$ cat config.mk
export PLATFORM = sky130hd
export DESIGN_NAME = aof_window
export DESIGN_NICKNAME = d
export VERILOG_FILES = /design/src/hdl/aof_pkg.sv /design/src/hdl/aof_window.sv
export SDC_FILE = /design/constraint.sdc
export NUM_CORES = 1
export LEC_CHECK = 0
export BUFFER_PORTS_ARGS = -buffer_cell sky130_fd_sc_hd__buf_2
export CORE_ASPECT_RATIO = 0.7
export CORE_UTILIZATION = 25
export DETAILED_ROUTE_END_ITERATION = 8
export SLEW_MARGIN = 20
export SYNTH_ARGS = -nofsm -noshare
export SYNTH_HDL_FRONTEND = slang
export SYNTH_SLANG_ARGS = --single-unit
$ cat constraint.sdc
create_clock -name clk -period 2.3 [get_ports clk]
set_input_delay 0.46 -clock clk [delete_from_list [all_inputs] [get_ports clk]]
set_output_delay 0.46 -clock clk [all_outputs]
set_load 0.03 [all_outputs]
$ cat src/hdl/aof_pkg.sv
`default_nettype none

package aof_pkg;

  localparam int PIX_W         = 32;
  localparam int WIDTH_REG_W   = 11;
  localparam int HEIGHT_REG_W  = 13;
  localparam int MAX_WIDTH_DEF = 1024;
  localparam int CFG_ADDR_W    = 1;
  localparam int CFG_DATA_W    = 13;
  localparam int ALPHA_LSB     = 24;

  localparam logic [HEIGHT_REG_W-1:0] MAX_HEIGHT    = 13'd4096;
  localparam logic [PIX_W-1:0]        OUTLINE_WHITE = 32'hFFFF_FFFF;
  localparam logic [7:0]              ALPHA_MASK    = 8'hFF;

  localparam logic [CFG_ADDR_W-1:0] CFG_IMAGE_WIDTH  = 1'b0;
  localparam logic [CFG_ADDR_W-1:0] CFG_IMAGE_HEIGHT = 1'b1;

  // Position info of one pixel, worked out at the input.
  typedef struct packed {
    logic col_zero;
    logic r0;    // current row inside the image
    logic r1;    // row above inside the image
    logic r2;    // row two above inside the image
    logic emit;
    logic last;
  } aof_pos_t;

  function automatic logic alpha_clear(input logic [PIX_W-1:0] p);
    return (p[ALPHA_LSB +: 8] & ALPHA_MASK) == 8'h00;
  endfunction

  function automatic logic is_neighbour(input logic [PIX_W-1:0] p);
    return !alpha_clear(p) && (p != OUTLINE_WHITE);
  endfunction

endpackage

`default_nettype wire

$ cat src/hdl/aof_window.sv
`default_nettype none

module aof_window import aof_pkg::*; (
  input  wire logic             clk,
  input  wire logic             rst,
  input  wire logic             adv,
  input  wire aof_pos_t         pos,
  input  wire logic [PIX_W-1:0] pix,
  input  wire logic [PIX_W-1:0] mid,
  input  wire logic [PIX_W-1:0] top,
  output logic      [PIX_W-1:0] center_out
);

  logic [8:0]       window_flags;
  logic [8:0]       window_flags_next;
  logic [PIX_W-1:0] center_pixel;
  logic [2:0]       newcol;
  logic             outline;

  assign newcol = {pos.r0 && is_neighbour(pix),
                   pos.r1 && is_neighbour(mid),
                   pos.r2 && is_neighbour(top)};

  always_comb begin
    if (pos.col_zero) begin
      // right neighbour column of the finished row lies outside the image
      window_flags_next = {newcol, 6'b000000};
      outline           = alpha_clear(center_pixel) && (window_flags[8:3] != 6'b000000);
    end else begin
      window_flags_next = {newcol, window_flags[8:3]};
      outline           = alpha_clear(center_pixel) && (window_flags_next != 9'b000000000);
    end
  end

  assign center_out = outline ? OUTLINE_WHITE : center_pixel;

  always_ff @(posedge clk) begin
    if (rst) begin
      window_flags <= '0;
      center_pixel <= '0;
    end else if (adv) begin
      window_flags <= window_flags_next;
      center_pixel <= mid;
    end
  end

endmodule

`default_nettype wire

==> impl_metrics.json, run 1 <==
{
  "status": "finished, violations left",
  "violations": "setup timing",
  "worstSetupStartpointType": "register",
  "diodes": 0,
  "leakage_nw": 1.80,
  "firstDrtPassIters": 4,
  "fmax_mhz": 376,
  "antenna_found_initial": 0,
  "rr_worst_depth": 3,
  "critPathCaptureType": "output pin",
  "die_y_um": 86.1,
  "cp.depth": 7,
  "first_iter_violations": 136,
  "layout-drive-gt1-share_pct": 55.5,
  "wl_per_cell_um": 15.9,
  "instances_no_fill": 580,
  "dpl-instance-area_um2": 3640,
  "drtAntennaViolNets": 0,
  "syn2layout_area_growth_pct": 68.3,
  "ys_warn_count": 0,
  "rrSetupSlack_ps": 1520,
  "cp.buffers_inverters": 3,
  "cp-endpoint": "center_out[19]",
  "vdd_drop_max_mv": 0.263,
  "clock_latency_ps": 290,
  "fillers": 999,
  "synth_nets": 393,
  "finalCriticalPeriod_ps": 2660,
  "crit_chain": "or4_4 -> a311oi_4 -> buf_6 -> clkbuf_16 -> nor2_2 -> a41oi_2 -> buf_6",
  "crit_path_max_incr_delay_ps": 530,
  "root_buffer": "clkbuf_16",
  "die_w_um": 122,
  "startpoint": "center_pixel[30]$_SDFFE_PP0P_",
  "worst_slack_ps": -356,
  "avgViaCountPerCell": 5.01,
  "seqPwrFrac_pct": 27.0,
  "rsz0062_at_grt": "yes",
  "hold_viol_final": 0,
  "grt-ovfl-total": 0,
  "period_share_pct": 115,
  "num_vias": 2908,
  "drv_cap": 0,
  "switching_share_pct": 33.2,
  "cts_tree": "done",
  "path_common_cell": "buf_6",
  "setup_violations": 32,
  "cell_internal_pwr_mw": 1.80,
  "portBuffers": 134,
  "finalClockSkew_ps": 0.385,
  "io_pins": 137,
  "die_area_um2": 10500,
  "synth_cells": 288,
  "cts-htree-levels": 2,
  "cts_hold_buf": 0,
  "dp.cells": 566,
  "r2r-end": "center_pixel[28]$_SDFFE_PP0P_",
  "worst_pin_slew_ps": 782,
  "cts_made_buffers": 5,
  "comb_power_share_pct": 38.6,
  "cp_slowest_cell": "or4_4",
  "coreArea_um2": 9760,
  "synth_seq_cells": 38,
  "slew_headroom_pct": 47.8,
  "initial_utilization_pct": 25.9,
  "hp-class": "input pin to register",
  "grt_pass1_vias": 2905,
  "mostFrequentLayoutCell": "buf_2",
  "clkSlewWorstSetupHoldPaths_ps": 60,
  "cp_data_arrival_time_ps": 2200,
  "dpl.hpwl_um": 6470,
  "power.density_nw_per_um2": 634,
  "synth_area_um2": 2530,
  "grt_pass1_wl_um": 14200,
  "p_sw_mw": 0.896,
  "final_net_count": 556,
  "pwr-share-clk_pct": 34.4,
  "row_count": 30,
  "drc": 0,
  "max-clock-path-buffers": 2,
  "cp_top_family": "simple AND/OR/NAND/NOR gates",
  "syn_area_per_cell_um2": 8.78,
  "worst-path-max-fanout": 5,
  "gp_congestion": 0.746,
  "layout_common_cells": "buf_2 (102), nor2_1 (75), dfxtp_1 (36), buf_6 (34)",
  "drt-total-wl_um": 9200,
  "grt_max_degree": 45,
  "r2r-start": "center_pixel[28]$_SDFFE_PP0P_",
  "stdcell_area_um2": 4250,
  "slew_violations": 0,
  "final_util_pct": 43.6,
  "cts_num_sinks": 38,
  "min-delay-start": "mid[17]",
  "critical_path_class": "register to output pin",
  "cp.required_ps": 1840,
  "track_usage_pct": 17.5,
  "synth_cell_type_count": 23,
  "tns_ps": -10180,
  "ys_seq_area_share_pct": 30.1
}
kinds of logic after synthesis:
family / after synthesis / share of synthesized area (%)
flops: 38 / 30.1
mux: 32 / 12.7
compound gates: 48 / 24.9
buf+inv: 24 / 5.20
simple gates: 146 / 27.1
worst register-to-register path, cell delays in order, from the launching register on:
cell and delay, ps:
dfxtp_1 310, buf_4 140, mux2i_1 120, nor2_1 60
cell type report:
cell class	instances	area [um^2]	area share, %
Sequential cell	38	763	17.9
Multi-Input combinational cell	226	1770	41.5
Tap cell	128	160	3.77
Clock inverter	3	68.8	1.62
Clock buffer	5	125	2.94
Timing Repair Buffer	180	1370	32.2
registers in the layout, indices dropped and copies added (netlist names):
register,flops
center_pixel,32
window_flags,6
routing by layer:
metal | up-vias | wire [um] | track usage (%)
met3 | 11 | 736 | 5.59
li1 | 1407 | - | -
met5 | - | 0 | 0
met2 | 96 | 4360 | 29.3
met4 | 0 | 129 | 5.43
met1 | 1394 | 3970 | 21.2
worst min-delay path by stage:
| stage | endpoint | slack [ps] | cells after the start |
|---|---|---|---|
| 6_report | center_pixel[17]$_SDFFE_PP0P_ | 420 | 3 |
| 5_1_grt | center_pixel[17]$_SDFFE_PP0P_ | 420 | 3 |
| 4_1_cts | center_pixel[0]$_SDFFE_PP0P_ | 410 | 3 |
| 3_5_place_dp | window_flags[4]$_SDFFE_PP0P_ | 460 | 2 |
| 3_3_place_gp | window_flags[5]$_SDFFE_PP0P_ | 450 | 2 |
| 2_1_floorplan | window_flags[5]$_SDFFE_PP0P_ | 450 | 2 |
power groups by stage:
stage                     clock, mW  combinational, mW  sequential, mW
after floorplan                   0              0.527           0.732
after global placement            0              0.817           0.734
after detailed placement          0              0.832           0.736
after CTS                     0.952              0.976           0.722
after global routing          0.975               1.11           0.733
final                         0.927               1.04           0.728
metrics by stage:
step	setup WS, ps	hold slack [ps]	total power [mW]
2_1_floorplan	-13.7	446	1.26
3_3_place_gp	-232	454	1.55
3_5_place_dp	-244	461	1.57
4_1_cts	-323	412	2.65
5_1_grt	-396	424	2.82
6_report	-356	420	2.70
cells in the mapped netlist:
library cell	count	area, um^2
buf_2	6	30.0
o21ai_1	1	5.00
o211ai_1	3	22.5
nand4_1	24	150
clkbuf_1	6	22.5
nand3b_1	3	22.5
nand2b_1	6	37.5
a21oi_1	6	30.0
a41oi_1	2	17.5
nor4_1	7	43.8
dfxtp_1	38	761
a21boi_0	3	22.5
buf_6	3	33.8
or4_1	7	52.6
a311oi_4	1	26.3
mux2i_1	32	320
or4_4	1	11.3
buf_4	3	22.5
o21ai_2	2	17.5
nand2_1	1	3.75
buf_1	6	22.5
a41oi_2	30	488
nor2_1	97	364
what timing repair did:
action	in CTS	in global routing
gates resized for setup	73	36
pin swaps	1	2
buffers inserted	2	1
cloned	1	3
setup endpoints to repair	32	32
No activity file was read; power rests on OpenSTA's default activity.
==> run 2, diff against run 1 <==
==> constraint.sdc (replaced) <==
create_clock -name clk -period 2.3 [get_ports clk]
set_input_delay 0.115 -clock clk [delete_from_list [all_inputs] [get_ports clk]]
set_output_delay 0.115 -clock clk [all_outputs]
set_load 0.03 [all_outputs]
==> impl_metrics.json, run 2 (same netlist as run 1, synthesis figures left out) <==
{
  "status": "finished, violations left",
  "violations": "setup timing",
  "slew_violations": 0,
  "rr_worst_depth": 3,
  "syn2layout_area_growth_pct": 54.0,
  "firstDrtPassIters": 4,
  "regMostFlops": "center_pixel",
  "vdd_drop_max_mv": 0.283,
  "period_share_pct": 101,
  "grt_pass1_wl_um": 13700,
  "die_y_um": 86.1,
  "slew_headroom_pct": 50.3,
  "max-clock-path-buffers": 2,
  "power.density_nw_per_um2": 620,
  "hold-path-endpoint": "center_pixel[13]$_SDFFE_PP0P_",
  "finalClockSkew_ps": 0.303,
  "die_w_um": 122,
  "gp_congestion": 0.779,
  "dpl.hpwl_um": 6210,
  "diodes": 0,
  "leakage_nw": 1.60,
  "cts_num_sinks": 38,
  "grt_max_degree": 39,
  "setup_violations": 6,
  "hp-class": "input pin to register",
  "clkSlewWorstSetupHoldPaths_ps": 60,
  "min-delay-start": "mid[13]",
  "drv_cap": 0,
  "drtAntennaViolNets": 0,
  "die_area_um2": 10500,
  "r2r-end": "center_pixel[31]$_SDFFE_PP0P_",
  "io_pins": 137,
  "drc": 0,
  "wl_per_cell_um": 16.3,
  "cts_made_buffers": 5,
  "cts_tree": "done",
  "avgViaCountPerCell": 5.02,
  "worstSetupStartpointType": "register",
  "whs_path_depth": 3,
  "r2r-start": "center_pixel[31]$_SDFFE_PP0P_",
  "worst_slack_ps": -17.6,
  "fillers": 991,
  "worst_pin_slew_ps": 745,
  "critical_path_class": "register to output pin",
  "pwr-share-clk_pct": 29.6,
  "cts-htree-levels": 2,
  "drt-total-wl_um": 8910,
  "hold_viol_final": 0,
  "fmax_mhz": 431,
  "final_net_count": 522,
  "layout_common_cells": "buf_2 (102), nor2_1 (86), dfxtp_1 (34), buf_6 (33)",
  "portBuffers": 134,
  "comb_power_share_pct": 40.1,
  "worst-path-max-fanout": 6,
  "coreArea_um2": 9760,
  "critPathCaptureType": "output pin",
  "mostFrequentLayoutCell": "buf_2",
  "p_sw_mw": 0.860,
  "track_usage_pct": 16.9,
  "first_iter_violations": 116,
  "root_buffer": "clkbuf_16",
  "switching_share_pct": 35.7,
  "rsz0062_at_grt": "yes",
  "row_count": 30,
  "finalPower_mw": 2.41,
  "layout-drive-gt1-share_pct": 49.5,
  "initial_utilization_pct": 25.9,
  "cell_internal_pwr_mw": 1.55,
  "hold_ws_ps": 77.5,
  "cp.required_ps": 2180,
  "rrSetupSlack_ps": 1530,
  "antenna_found_initial": 0,
  "grt-ovfl-total": 0,
  "largest_register_ffs": 32,
  "grt_pass1_vias": 2626,
  "num_vias": 2742,
  "cp_data_arrival_time_ps": 2200,
  "reg.largest.list": "center_pixel (32), window_flags (6)",
  "finalCriticalPeriod_ps": 2320,
  "clock_latency_ps": 290,
  "seqPwrFrac_pct": 30.4
}
-- run 2: cell types whose count changed in the layout (fill, tap and decap cells not counted), sizes merged --
| cell | previous run | this run |
|---|---|---|
| bufinv | 2 | 0 |
| buf | 178 | 145 |
| clkbuf | 7 | 8 |
-- run 2: worst max-delay path, stage by stage (launching register included) --
cell and delay (ps):
dfxtp_2 340, or4_4 530, a311oi_4 280, buf_6 190, clkbuf_16 170, nor2_2 40
a41oi_2 190, buf_6 160
-- run 2: cell type report --
type | instances | area (um^2) | share of cell area (%)
Sequential cell | 38 | 766 | 19.7
Multi-Input combinational cell | 226 | 1760 | 45.2
Clock buffer | 7 | 143 | 3.66
Timing Repair Buffer | 146 | 1060 | 27.2
Clock inverter | 1 | 5.00 | 0.129
Tap cell | 128 | 160 | 4.11
-- run 2: power groups by stage --
| stage | clock, mW | combinational (mW) | sequential (mW) |
|---|---|---|---|
| after floorplan | 0 | 0.527 | 0.732 |
| after global routing | 0.763 | 1.04 | 0.737 |
| after CTS | 0.730 | 0.871 | 0.727 |
| final | 0.714 | 0.967 | 0.733 |
| after global placement | 0 | 0.766 | 0.738 |
| after detailed placement | 0 | 0.782 | 0.740 |
-- run 2: worst max path at each step --
stage	to	startpoint	slack, ps	cells past startpoint
2_1_floorplan	center_out[24]	center_pixel[31]$_SDFFE_PP0P_	330	4
3_3_place_gp	center_out[1]	center_pixel[31]$_SDFFE_PP0P_	220	6
3_5_place_dp	center_out[3]	center_pixel[31]$_SDFFE_PP0P_	180	6
4_1_cts	center_out[24]	center_pixel[25]$_SDFFE_PP0P_	-10	7
5_1_grt	center_out[22]	center_pixel[24]$_SDFFE_PP0P_	-130	7
6_report	center_out[22]	center_pixel[24]$_SDFFE_PP0P_	-20	7
-- run 2: layer usage --
layer  vias to the layer above  GRT usage (%)  wire length (um)
li1                       1339              -                 -
met1                      1294           22.4              3990
met2                        99           25.8              4070
met3                        10           5.45               728
met4                         0           5.32               115
met5                         -              0                 0
-- run 2: metrics by stage --
stage	setup WS, ps	area, um^2	TNS (ps)	cells	util (%)
floorplan	331	2530	0	288	-
global placement	222	3360	0	534	34.5
detailed placement	178	3360	0	534	34.5
CTS	-10.8	3660	-23.4	544	37.5
global route	-134	3890	-2650	546	39.9
finish	-17.6	3890	-56.6	546	39.9
-- run 2: repair_timing --
item / in CTS / in global routing
setup buffers: 1 / 1
gates cloned: 1 / 1
gates resized for setup: 49 / 52
endpoints found under the setup margin: 32 / 32
hold buffers: 0 / 0
pin swaps: 1 / 1
==> run 3, diff against run 2 <==
--- a/config.mk
+++ b/config.mk
@@ -9,6 +9,7 @@
 export CORE_ASPECT_RATIO = 0.7
 export CORE_UTILIZATION = 25
 export DETAILED_ROUTE_END_ITERATION = 8
+export HOLD_SLACK_MARGIN = 0.12
 export SLEW_MARGIN = 20
 export SYNTH_ARGS = -nofsm -noshare
 export SYNTH_HDL_FRONTEND = slang
==> impl_metrics.json, run 3 (same netlist as run 1, synthesis figures left out) <==
{
  "cts_made_buffers": 5,
  "antenna_found_initial": 0,
  "avgViaCountPerCell": 4.94,
  "crit_path_max_incr_delay_ps": 530,
  "fmax_mhz": 434,
  "layout-drive-gt1-share_pct": 46.6,
  "slew_headroom_pct": 47.6,
  "syn2layout_area_growth_pct": 64.4,
  "coreArea_um2": 9760,
  "dpl.hpwl_um": 6210,
  "gp_congestion": 0.779,
  "cts_tree": "done",
  "worst_pin_slew_ps": 787,
  "worstSetupStartpointType": "register",
  "critical_path_class": "register to output pin",
  "setup_violations": 4,
  "grt_pass1_wl_um": 14000,
  "cp_data_arrival_time_ps": 2190,
  "multiInputGateArea_um2": 1760,
  "finalCriticalPeriod_ps": 2310,
  "mostFrequentLayoutCell": "buf_2",
  "final_util_pct": 42.6,
  "register_area_um2": 766,
  "rsz0062_at_grt": "yes",
  "firstDrtPassIters": 4,
  "met2_usage_pct": 26.7,
  "io_pins": 137,
  "largest_register_ffs": 32,
  "rr_worst_depth": 3,
  "drtAntennaViolNets": 0,
  "path_common_cell": "buf_6",
  "max-clock-path-buffers": 2,
  "diodes": 0,
  "clkSlewWorstSetupHoldPaths_ps": 60,
  "root_buffer": "clkbuf_16",
  "grt.busiest_layer": "met2",
  "drc": 0,
  "portBuffers": 134,
  "wl_per_cell_um": 16.0,
  "hp-class": "input pin to register",
  "drv_cap": 0,
  "tns_ps": -14.9,
  "stdcell_area_um2": 4150,
  "slew_violations": 0,
  "first_iter_violations": 135,
  "power.density_nw_per_um2": 590,
  "row_count": 30,
  "period_share_pct": 100,
  "cp_slowest_cell": "or4_4",
  "finalClockSkew_ps": 0.266,
  "grt_max_degree": 39,
  "crit_chain": "or4_4 -> a311oi_4 -> buf_6 -> buf_12 -> nor2_4 -> a41oi_2 -> buf_6",
  "final_net_count": 548,
  "dpl-instance-area_um2": 3360,
  "die_w_um": 122,
  "die_y_um": 86.1,
  "cts_num_sinks": 38,
  "initial_utilization_pct": 25.9,
  "status": "finished, violations left",
  "hold_viol_final": 0,
  "grt-ovfl-total": 0,
  "cts-htree-levels": 2,
  "drt-total-wl_um": 9170,
  "fillers": 979,
  "regMostFlops": "center_pixel",
  "cp.required_ps": 2180,
  "worst_slack_ps": -6.29,
  "num_vias": 2824,
  "reg.largest.list": "center_pixel (32), window_flags (6)",
  "track_usage_pct": 17.2,
  "dp.cells": 534,
  "instances_no_fill": 572,
  "gr-usage-met1_pct": 22.8,
  "worst-path-max-fanout": 6,
  "leakage_nw": 1.71,
  "whs_path_depth": 3,
  "layout_common_cells": "buf_2 (102), nor2_1 (86), dfxtp_1 (34), buf_6 (34)",
  "vdd_drop_max_mv": 0.292,
  "grt_use_met3_pct": 5.39,
  "die_area_um2": 10500,
  "grt_pass1_vias": 2748,
  "violations": "setup timing",
  "critPathCaptureType": "output pin",
  "clock_latency_ps": 290
}
[run 3: cell count changes in the layout (fill, tap and decap cells not counted)]
cell,before,now
dlygate4sd3_1,0,26
buf_6,33,34
buf_8,2,1
nor2_4,9,10
nor2_2,2,1
[run 3: critical path, delay by kind of cell, from the launching register on]
kind | cells | cell delay [ps]
AND/OR/NAND/NOR | 2 | 560
flip-flops | 1 | 340
buffers and inverters | 3 | 510
AO/OA/AOI/OAI | 2 | 490
[run 3: layout make-up]
cell class | instances | share of cell area (%)
multi-input combinational | 226 | 42.5
timing repair buffer | 172 | 31.7
sequential | 38 | 18.4
tap | 128 | 3.86
clock buffer | 7 | 3.43
clock inverter | 1 | 0.120
[run 3: metal layers]
layer,vias to the layer above,share of wire [%]
li1,1390,-
met1,1330,46
met2,94,45
met3,10,7.7
met4,0,1.2
met5,-,0
[run 3: timing repair]
item / in CTS / in global routing
resized for setup: 49 / 52
pin swaps: 1 / 1
cloned: 1 / 1
setup endpoints to repair: 32 / 32
endpoints found under the hold margin: 26 / 0
hold buffers: 26 / 0
setup buffers: 1 / 1
[run 3: power breakdown]
group	leakage (nW)	switching, mW	internal (mW)
clock	0.0739	0.284	0.430
sequential	0.315	0.0366	0.697
combinational	1.32	0.548	0.454
total	1.71	0.868	1.58
[run 3: final timing paths]
check | to | slack, ps | from
worst max-delay path | center_out[29] | -6 | center_pixel[24]$_SDFFE_PP0P_
worst min-delay path | center_pixel[26]$_SDFFE_PP0P_ | 120 | mid[26]
worst max register to register | center_pixel[31]$_SDFFE_PP0P_ | 1520 | center_pixel[31]$_SDFFE_PP0P_
worst min register to register | window_flags[5]$_SDFFE_PP0P_ | 480 | window_flags[5]$_SDFFE_PP0P_
[run 3: stage by stage]
step / worst slack [ps] / hold slack, ps / power (mW)
2_1_floorplan: 331 / 262 / 1.26
3_3_place_gp: 222 / 366 / 1.50
3_5_place_dp: 178 / 375 / 1.52
4_1_cts: -10.8 / 122 / 2.36
5_1_grt: -128 / 140 / 2.57
6_report: -6.29 / 118 / 2.45
